### config.mk
export PLATFORM = sky130hd
export DESIGN_NAME = alternating_bit_receiver_ack_drop_unit
export DESIGN_NICKNAME = d
export VERILOG_FILES = /design/src/design/abrad_pkg.sv /design/src/design/alternating_bit_receiver_ack_drop_unit.sv
export VERILOG_INCLUDE_DIRS = /design/src /design/src/design
export SDC_FILE = /design/constraint.sdc
export NUM_CORES = 1
export LEC_CHECK = 0
export BUFFER_PORTS_ARGS = -buffer_cell sky130_fd_sc_hd__buf_2
export CORE_MARGIN = 2
export CORE_UTILIZATION = 59
export CTS_BUF_LIST = sky130_fd_sc_hd__clkbuf_16
export DETAILED_ROUTE_END_ITERATION = 8
export GPL_TIMING_DRIVEN = 0
export PLACE_DENSITY = 0.82
export SYNTH_ARGS = -nofsm -noshare
export SYNTH_HDL_FRONTEND = slang
export SYNTH_SLANG_ARGS = --single-unit
export TNS_END_PERCENT = 50
### constraint.sdc
create_clock -name clock -period 15.9 [get_ports clock]
set_clock_uncertainty 0.15 [all_clocks]
set_input_delay 0 -clock clock [delete_from_list [all_inputs] [get_ports clock]]
set_output_delay 0 -clock clock [all_outputs]
set_load 0.05 [all_outputs]
### src/design/alternating_bit_receiver_ack_drop_unit_defines.svh
// Assertion macros for the alternating-bit receiver unit.
// Expects signals named clock and reset in the module that uses them.
// Compiled out when SYNTH is defined.
`ifndef ALTERNATING_BIT_RECEIVER_ACK_DROP_UNIT_DEFINES_SVH
`define ALTERNATING_BIT_RECEIVER_ACK_DROP_UNIT_DEFINES_SVH

`ifndef SYNTH

// Same-cycle implication, checked outside reset.
`define ABRAD_ASSERT_IMP(lbl, ante, cons) \
   lbl: assert property (@(posedge clock) disable iff (reset) (ante) |-> (cons)) \
      else $error("abrad assertion failed");

// Next-cycle implication, checked outside reset.
`define ABRAD_ASSERT_NXT(lbl, ante, cons) \
   lbl: assert property (@(posedge clock) disable iff (reset) (ante) |=> (cons)) \
      else $error("abrad assertion failed");

`else

`define ABRAD_ASSERT_IMP(lbl, ante, cons)
`define ABRAD_ASSERT_NXT(lbl, ante, cons)

`endif

`endif

### src/design/abrad_pkg.sv
// Package for the alternating-bit receiver unit: constants, result type,
// and the Park-Miller generator helpers. No dependencies.
package abrad_pkg;

   localparam int LEN_W      = 13;
   localparam int SEQ_W      = 8;
   localparam int GEN_W      = 31;
   localparam int BYTES_W    = 40;
   localparam int COUNT_W    = 32;
   localparam int LEN_CMP_W  = 17;     // holds the largest supported packet size
   localparam int MULT_W     = 15;
   localparam int PROD_W     = GEN_W + MULT_W;

   localparam int MAX_PACKET_BYTES_DEF = 4096;

   localparam logic [MULT_W-1:0] PM_MULT    = 15'd16807;
   localparam logic [GEN_W-1:0]  PM_MOD     = 31'h7FFF_FFFF;
   localparam logic [SEQ_W-1:0]  DIGIT_ZERO = 8'd48;

   // csr register indexes
   localparam logic REG_DROP_THRESHOLD = 1'b0;
   localparam logic REG_GENERATOR_SEED = 1'b1;

   typedef struct packed {
      logic                 ack_sent;
      logic                 new_packet;
      logic                 transfer_done;
      logic [BYTES_W-1:0]   bytes_total;
      logic [BYTES_W-1:0]   payload_total;
      logic [COUNT_W-1:0]   packets_accepted;
      logic [COUNT_W-1:0]   resends_seen;
   } rsp_type;

   // Seed 0 is a fixed point of the generator and 2^31-1 steps to it; map them to 1.
   function automatic logic [GEN_W-1:0] seed_to_state(input logic [GEN_W-1:0] s);
      logic [GEN_W-1:0] r;
      r = s;
      if (s == '0 || s == PM_MOD) begin
         r = GEN_W'(1);
      end
      return r;
   endfunction

   // x * 16807 mod (2^31-1): fold the high bits onto the low bits, then one
   // conditional subtract, since the folded sum stays below twice the modulus.
   function automatic logic [GEN_W-1:0] pm_next(input logic [GEN_W-1:0] x);
      logic [PROD_W-1:0] p;
      logic [GEN_W:0]    s;
      logic [GEN_W:0]    m;
      p = PROD_W'(PM_MULT) * PROD_W'(x);
      s = (GEN_W+1)'(p[PROD_W-1:GEN_W]) + (GEN_W+1)'(p[GEN_W-1:0]);
      m = {1'b0, PM_MOD};
      if (s >= m) begin
         s = s - m;
      end
      return s[GEN_W-1:0];
   endfunction

endpackage

### src/design/alternating_bit_receiver_ack_drop_unit.sv
// Alternating-bit receiver with pseudo-random ACK dropping (top level).
// Depends on abrad_pkg and alternating_bit_receiver_ack_drop_unit_defines.svh.
//
//  channel | direction | handshake             | payload
//  --------+-----------+-----------------------+------------------------------------
//  req     | in        | req_valid / req_ready | packet_length, sequence_byte
//  rsp     | out       | rsp_valid / rsp_ready | ack/new/done flags and four totals
//  csr     | in        | csr_write_enable      | csr_index, csr_wdata (31 bits)
//
// One packet summary per cycle sustained while rsp_ready holds. A req
// transfer passes the input register, then the result register, to
// rsp_valid; the generator step (15x31 multiply plus Mersenne fold) and the
// saturating counter adds sit between the two. Reset is synchronous; there
// is no clearing pass. A stalled rsp holds the result register, the input
// register keeps the next item, and req_ready drops only when both are full.
`include "alternating_bit_receiver_ack_drop_unit_defines.svh"

module alternating_bit_receiver_ack_drop_unit
   import abrad_pkg::*;
#(
   parameter int MAX_PACKET_BYTES = MAX_PACKET_BYTES_DEF
) (
   input  logic               clock,
   input  logic               reset,

   input  logic               req_valid,
   output logic               req_ready,
   input  logic [LEN_W-1:0]   req_packet_length,
   input  logic [SEQ_W-1:0]   req_sequence_byte,

   output logic               rsp_valid,
   input  logic               rsp_ready,
   output logic               rsp_ack_sent,
   output logic               rsp_new_packet,
   output logic               rsp_transfer_done,
   output logic [BYTES_W-1:0] rsp_bytes_total,
   output logic [BYTES_W-1:0] rsp_payload_total,
   output logic [COUNT_W-1:0] rsp_packets_accepted,
   output logic [COUNT_W-1:0] rsp_resends_seen,

   input  logic               csr_write_enable,
   input  logic               csr_index,
   input  logic [GEN_W-1:0]   csr_wdata
);

   localparam logic [LEN_CMP_W-1:0] MaxBytes = LEN_CMP_W'(MAX_PACKET_BYTES);

   // input register
   logic               in_valid_ff, in_valid_in;
   logic [LEN_W-1:0]   in_len_ff;
   logic [SEQ_W-1:0]   in_seq_ff;

   // result register
   logic               rsp_valid_ff, rsp_valid_in;
   rsp_type            rsp_ff, rsp_in;

   // protocol state and configuration
   logic               expected_bit_ff, expected_bit_in;
   logic [GEN_W-1:0]   gen_ff, gen_in;
   logic [BYTES_W-1:0] byte_cnt_ff, byte_cnt_in;
   logic [COUNT_W-1:0] acc_cnt_ff, acc_cnt_in;
   logic [COUNT_W-1:0] resend_cnt_ff, resend_cnt_in;
   logic [GEN_W-1:0]   threshold_ff, threshold_in;

   // datapath
   logic               advance;
   logic               is_end;
   logic               is_new;
   logic [LEN_W-1:0]   len_clip;
   logic [GEN_W-1:0]   gen_step;
   logic [BYTES_W:0]   byte_sum;
   logic [BYTES_W-1:0] acc_wide;

   // Item in the input register moves on when the result register is free
   // or is being drained this cycle.
   assign advance   = in_valid_ff && (!rsp_valid_ff || rsp_ready);
   assign req_ready = !in_valid_ff || advance;

   assign is_end   = (in_len_ff == '0);
   assign len_clip = ({{(LEN_CMP_W-LEN_W){1'b0}}, in_len_ff} > MaxBytes) ?
                     MaxBytes[LEN_W-1:0] : in_len_ff;
   assign gen_step = pm_next(gen_ff);
   assign is_new   = (in_seq_ff == (DIGIT_ZERO + SEQ_W'(expected_bit_ff)));
   assign byte_sum = {1'b0, byte_cnt_ff} + (BYTES_W+1)'(len_clip);

   always_comb begin
      in_valid_in     = in_valid_ff;
      if (req_valid && req_ready) begin
         in_valid_in  = 1'b1;
      end else if (advance) begin
         in_valid_in  = 1'b0;
      end

      rsp_valid_in    = rsp_valid_ff;
      if (advance) begin
         rsp_valid_in = 1'b1;
      end else if (rsp_ready) begin
         rsp_valid_in = 1'b0;
      end

      threshold_in    = threshold_ff;
      expected_bit_in = expected_bit_ff;
      gen_in          = gen_ff;
      byte_cnt_in     = byte_cnt_ff;
      acc_cnt_in      = acc_cnt_ff;
      resend_cnt_in   = resend_cnt_ff;

      // end of transfer leaves every counter and the generator untouched
      if (advance && !is_end) begin
         gen_in = gen_step;
         if (is_new) begin
            expected_bit_in = !expected_bit_ff;
            byte_cnt_in     = byte_sum[BYTES_W] ? '1 : byte_sum[BYTES_W-1:0];
            if (acc_cnt_ff != '1) begin
               acc_cnt_in   = acc_cnt_ff + COUNT_W'(1);
            end
         end else if (resend_cnt_ff != '1) begin
            resend_cnt_in   = resend_cnt_ff + COUNT_W'(1);
         end
      end

      // user must write csr only while idle, never racing an item; not enforced
      if (csr_write_enable) begin
         unique case (csr_index)
            REG_DROP_THRESHOLD: threshold_in = csr_wdata;
            REG_GENERATOR_SEED: gen_in       = seed_to_state(csr_wdata);
            default:            threshold_in = threshold_ff;
         endcase
      end

      // result reports the totals after this item's update
      acc_wide                = BYTES_W'(acc_cnt_in);
      rsp_in.ack_sent         = !is_end && (gen_step > threshold_ff);
      rsp_in.new_packet       = !is_end && is_new;
      rsp_in.transfer_done    = is_end;
      rsp_in.bytes_total      = byte_cnt_in;
      rsp_in.payload_total    = (byte_cnt_in >= acc_wide) ? (byte_cnt_in - acc_wide) : '0;
      rsp_in.packets_accepted = acc_cnt_in;
      rsp_in.resends_seen     = resend_cnt_in;
   end

   // control state
   always_ff @(posedge clock) begin
      if (reset) begin
         in_valid_ff     <= 1'b0;
         rsp_valid_ff    <= 1'b0;
         threshold_ff    <= '0;
         expected_bit_ff <= 1'b0;
         gen_ff          <= GEN_W'(1);
         byte_cnt_ff     <= '0;
         acc_cnt_ff      <= '0;
         resend_cnt_ff   <= '0;
      end else begin
         in_valid_ff     <= in_valid_in;
         rsp_valid_ff    <= rsp_valid_in;
         threshold_ff    <= threshold_in;
         expected_bit_ff <= expected_bit_in;
         gen_ff          <= gen_in;
         byte_cnt_ff     <= byte_cnt_in;
         acc_cnt_ff      <= acc_cnt_in;
         resend_cnt_ff   <= resend_cnt_in;
      end
   end

   // payload registers
   always_ff @(posedge clock) begin
      if (req_valid && req_ready) begin
         in_len_ff <= req_packet_length;
         in_seq_ff <= req_sequence_byte;
      end
      if (advance) begin
         rsp_ff <= rsp_in;
      end
   end

   assign rsp_valid            = rsp_valid_ff;
   assign rsp_ack_sent         = rsp_ff.ack_sent;
   assign rsp_new_packet       = rsp_ff.new_packet;
   assign rsp_transfer_done    = rsp_ff.transfer_done;
   assign rsp_bytes_total      = rsp_ff.bytes_total;
   assign rsp_payload_total    = rsp_ff.payload_total;
   assign rsp_packets_accepted = rsp_ff.packets_accepted;
   assign rsp_resends_seen     = rsp_ff.resends_seen;

   // checks
   `ABRAD_ASSERT_IMP(a_gen_nonfixed, 1'b1, (gen_ff != '0) && (gen_ff != PM_MOD))
   `ABRAD_ASSERT_NXT(a_advance_fills_rsp, advance, rsp_valid_ff)
   `ABRAD_ASSERT_NXT(a_new_toggles_bit, advance && !is_end && is_new,
                     expected_bit_ff != $past(expected_bit_ff))
   `ABRAD_ASSERT_IMP(a_done_no_ack, rsp_valid_ff && rsp_ff.transfer_done,
                     !rsp_ff.ack_sent && !rsp_ff.new_packet)
   `ABRAD_ASSERT_IMP(a_payload_bound, rsp_valid_ff,
                     rsp_ff.payload_total <= rsp_ff.bytes_total)

endmodule

==> qor.txt, run 1 <==
vias: 21.89k
cell count after synthesis: 2749
Simple-Gate Fraction of Synth Area: 16.90%
layout cell share with drive strength beyond 1: 10.02%
number of cell rows: 76
outcome: finished clean
most frequent cell on the critical path: a21oi_1
Seq/Total Area, Yosys: 32.80%
Distinct cells, synth: 86
initial antenna violation count: 0
final hold violations: 0
largest cells by area after synthesis: edfxtp_1 (20%), ha_1 (14%), dfxtp_1 (13%), fa_1 (11%), inv_1 (5.5%)
Initial Util: 59.66%
GRT Resource Usage Total: 32.55%
CP peak stage delay: 0.66 ns
class of the worst hold path: in2reg
mean post-synth cell area: 9.348 um^2
# setup viols final: 0
Synth Area in Adders: 24.28%
routed wire length per instance: 19.83 um
cell count after placement: 3543
initial DRC count: 2113
Routed Antenna Nets: 0
Post-Layout Cell Count: 3688
compound-gate portion of the synthesized area: 12.15%
fin nets: 3551
mapped cell area: 25700 um^2
Top FF cell, synth: dfxtp_1
crit-path max FO: 10
most frequent cell after synthesis: inv_1
Critical Path RT: 16.02 ns
Congestion Overflow GR: 0
Root Buffer: clkbuf_16
first-pass GRT wire length: 115.1 mm
Clk pin slew, worst setup/hold paths: 0.07 ns
Die Ht: 212.7 um
Slew HR: 19.37%
setup TNS: 0 ns
top post-synthesis cells by count: inv_1 (377), ha_1 (281), nand2_1 (224)
max-slew violations: 0
Die Width: 212.7 um
EDFF count, synth: 168
Post-CTS Setup Inserts: 0
routability cong.: 0.9798
Post-DP HPWL: 55.73 mm
Yosys top cell by area: edfxtp_1
Yosys top cell area share: 19.63%
area post-placement: 27550 um^2
FMAX: 0.07165 GHz
critical path startpoint category: register
Slew @ Worst Pin: 1.198 ns
1st-pass router iterations: 8
Syn. warnings: 0
clock latency on the worst-skew pair: 0.54 ns
#FFs+latches synth: 337
Synth Area in XOR/XNOR: 6.953%
CTS Buffer Depth: 3
final worst slack: 1.944 ns
Area Growth Syn to Fin: 15.04%
Sink Count: 337
largest family of logic cells by synthesized area: adder cells
vias in the first global route: 21.78k
antenna cells: 0
CP max stage cell: dfxtp_1
Mapped Nets: 3224
die area: 45240 um^2
TritonCTS buffer count: 35
Crit path buffers/inverters: 8
I/O pin cnt: 207
RSZ-0062 raised after global routing: no
period utilization: 87.78%
Gates resized, CTS repair: 0
fin area: 29560 um^2
Remaining DRCs: 0
Worst path top cell family by delay: compound AO/OA/AOI/OAI gates
Worst Setup End Kind: register
fillers: 3174
DP Worst Slack: 2.237 ns
multiplexer share of the synthesized area: 0.3749%
Port Buf Inserts: 205
Async S/R FF share, synth: 0%
vias per cell: 5.935
largest net degree at the start of global routing: 40
Period minus WS final: 13.96 ns
drt total wl: 73.13 mm
CTS tree: built
core area: 43080 um^2
arrival time worst endpoint: 14.07 ns
CP Class: reg2reg
maxcap violations: 0
H-tree depth: 2
## worst reg2reg max path, delay by kind of cell (launching register included)
kind | cells | cell delay (ns)
adders and majority gates | 9 | 3.75
and+or+nand+nor | 8 | 1.17
DFF | 1 | 0.66
xor gates and xnor gates | 2 | 0.60
buffers and inverters | 8 | 1.12
AOI/OAI and AO/OA | 28 | 6.21
## metal layers
layer	GRT usage (%)	part of all wire (%)	vias to the layer above
li1	-	-	10070
met1	43.09	40	10470
met2	53.08	46	1118
met3	5.913	9.9	241
met4	12.93	4.0	0
met5	0	0	-
## state kept, by name, indices dropped and copies added, names as in the netlist, 32 cells and up
name / cells
acc_cnt_ff: 32
byte_cnt_ff: 40
resend_cnt_ff: 32
rsp_bytes_total: 40
rsp_packets_accepted: 32
rsp_payload_total: 40
rsp_resends_seen: 32
## logic make-up (layout without fill, tap and decap cells)
logic type      Yosys count  after routing
compound gates          479            479
flops                   337            337
fa+ha+maj               417            417
xor+xnor                201            201
mux                       9              9
simple gates            863            863
buf+inv                 443            797
## worst paths after layout
| kind | slack (ns) | cells after the start | from | to |
|---|---|---|---|---|
| setup / recovery | 1.94 | 55 | gen_ff[19] | rsp_ack_sent |
| hold / removal | 0.03 | 2 | req_sequence_byte[3] | in_seq_ff[3] |
| setup reg to reg | 1.94 | 55 | gen_ff[19] | rsp_ack_sent |
| hold reg to reg | 0.31 | 2 | threshold_ff[25] | threshold_ff[25] |
## what timing repair did
action,4_1_cts,5_1_grt
hold buffers,81,0
endpoints found under the hold margin,85,0
setup endpoints to repair,0,0
## stage by stage
stage / utilization [%] / hold slack, ns
CTS: 68.63 / 0.01239
finish: 68.63 / 0.02851
detailed placement: 63.96 / 0.02908
global route: 68.63 / 0.02467
floorplan: - / -0.05113
global placement: 63.74 / 0.02745
## cells in the final DEF (no fill, tap or decap), types with 19 or more instances in the layout
cell and instances:
a21o_1 54, a21oi_1 165, and2_1 20, and3_1 37
buf_2 216, clkbuf_1 51, clkbuf_16 36, dfxtp_1 169
dlygate4sd3_1 81, edfxtp_1 168, fa_1 136, ha_1 281
inv_1 385, nand2_1 224, nand2b_1 32, nand3_1 65
nand4_1 51, nor2_1 199, nor2b_1 84, nor3_1 55
nor4_1 19, o21a_1 21, o21ai_0 85, xnor2_1 95
xor2_1 104
## area by class of cell
cell class                      count  area [um^2]  area share (%)
Multi-Input combinational cell   1969        15590           52.75
Tap cell                          585        732.0           2.476
Buffer                             66        269.0          0.9099
Timing Repair Buffer              290         1924           6.509
Clock buffer                       36        900.9           3.047
Sequential cell                   337         8428           28.51
Inverter                          377         1415           4.787
Clock inverter                     28        300.3           1.016
Power of run 1 is not shown: default switching activity piles up to over one toggle a cycle in this logic, so the estimate is an artifact.
==> inputs of run 2 (changes only) <==
- GPL_TIMING_DRIVEN: 0 -> default
==> qor.txt, run 2 (synthesis results as in run 1) <==
number of cell rows: 76
I/O pin cnt: 207
Die Width: 212.7 um
TritonCTS buffer count: 36
Clk pin slew, worst setup/hold paths: 0.06 ns
drt total wl: 74.70 mm
Remaining DRCs: 0
FMAX: 0.07184 GHz
Routed Antenna Nets: 0
hold_ws: 0.04921 ns
setup TNS: 0 ns
GRT Resource Usage Total: 33.25%
fin util: 67.64%
crit-path max FO: 18
core area: 43080 um^2
first-pass GRT wire length: 116.9 mm
commonest non-fill, non-tap cell in the layout: inv_1
initial DRC count: 2073
RSZ-0062 raised after global routing: no
max-slew violations: 0
maxcap violations: 0
Area Growth Syn to Fin: 13.38%
die area: 45240 um^2
Root Buffer: clkbuf_16
Die Ht: 212.7 um
most frequent cell on the critical path: a21oi_1
Period minus WS final: 13.92 ns
final worst slack: 1.980 ns
H-tree depth: 2
vias in the first global route: 21.88k
Post-CTS Setup Inserts: 0
Gates resized, CTS repair: 0
1st-pass router iterations: 7
Port Buf Inserts: 206
Worst Setup End Kind: register
Sink Count: 337
CTS tree: built
Slew @ Worst Pin: 1.318 ns
# setup viols final: 0
Critical Path RT: 16.01 ns
outcome: finished clean
class of the worst hold path: in2reg
initial antenna violation count: 1
Post-DP HPWL: 56.21 mm
CTS Buffer Depth: 3
fillers: 3345
Initial Util: 59.66%
leading cell types in the layout, fill and taps excluded: inv_1 (386), ha_1 (281), nand2_1 (224), buf_2 (205), nor2_1 (198)
largest net degree at the start of global routing: 148
DP Worst Slack: 2.223 ns
vias: 21.67k
Congestion Overflow GR: 0
final hold violations: 0
CP peak stage delay: 0.77 ns
CP max stage cell: o41a_1
fin nets: 3488
routability cong.: 1.009
critical path startpoint category: register
vias per cell: 5.978
CP Class: reg2reg
Slew HR: 11.33%
period utilization: 87.55%
arrival time worst endpoint: 14.03 ns
layout cell share with drive strength beyond 1: 10.07%
routed wire length per instance: 20.61 um
clock latency on the worst-skew pair: 0.53 ns
-- run 2: cell types whose count changed in the layout (fill, tap and decap cells not counted), sizes merged, moves of 2 or more --
cell	delta
clkinv	+3
buf	-6
dlygate4sd3	-7
inv	+3
clkbuf	-50
bufinv	-5
clkinvlp	-2
-- run 2: cell type report --
type / instances / area, um^2 / share of cell area, %
inverters: 377 / 1415 / 4.857
clock inverters: 27 / 161.4 / 0.5539
diodes: 1 / 2.502 / 0.008588
well taps: 585 / 732.0 / 2.512
repair buffers: 292 / 1877 / 6.441
multi-input cells: 1969 / 15600 / 53.53
clock buffers: 37 / 925.9 / 3.178
flip-flops and latches: 337 / 8428 / 28.92
-- run 2: path summary, 6_finish.rpt --
path / start / to / slack [ns] / cells past startpoint
setup / recovery: gen_ff[19] / rsp_ack_sent / 1.98 / 50
hold / removal: req_sequence_byte[7] / in_seq_ff[7] / 0.05 / 2
setup reg to reg: gen_ff[19] / rsp_ack_sent / 1.98 / 50
hold reg to reg: threshold_ff[7] / threshold_ff[7] / 0.30 / 2
-- run 2: repair_timing --
item	in CTS	in global routing
hold buffers	74	0
endpoints found under the setup margin	0	0
hold endpoints to repair	85	0
-- run 2: per-stage QoR --
| step | instance area [um^2] | instances |
|---|---|---|
| after global routing | 29140 | 3625 |
| final | 29140 | 3625 |
| after CTS | 29140 | 3624 |
| after global placement | 27310 | 3486 |
| after floorplan | 25700 | 2749 |
| after detailed placement | 27310 | 3486 |
-- run 2: metal layers --
layer | GRT usage [%] | share of wire [%] | up-vias
met2 | 55.04 | 46 | 1088
met4 | 11.74 | 3.7 | 0
met3 | 5.721 | 9.0 | 198
li1 | - | - | 9952
met1 | 44.08 | 41 | 10430
met5 | 0 | 0 | -
-- run 2: worst max-delay path: cells and delay by family, from the launching register on --
family,cells,cell delay (ns)
adders and majority gates,9,3.99
buffers and inverters,4,0.41
DFF,1,0.62
xor gates and xnor gates,2,0.42
AOI/OAI and AO/OA,23,5.35
and+or+nand+nor,11,2.26
muxes,1,0.44
Power of run 2 is left out for the same reason.
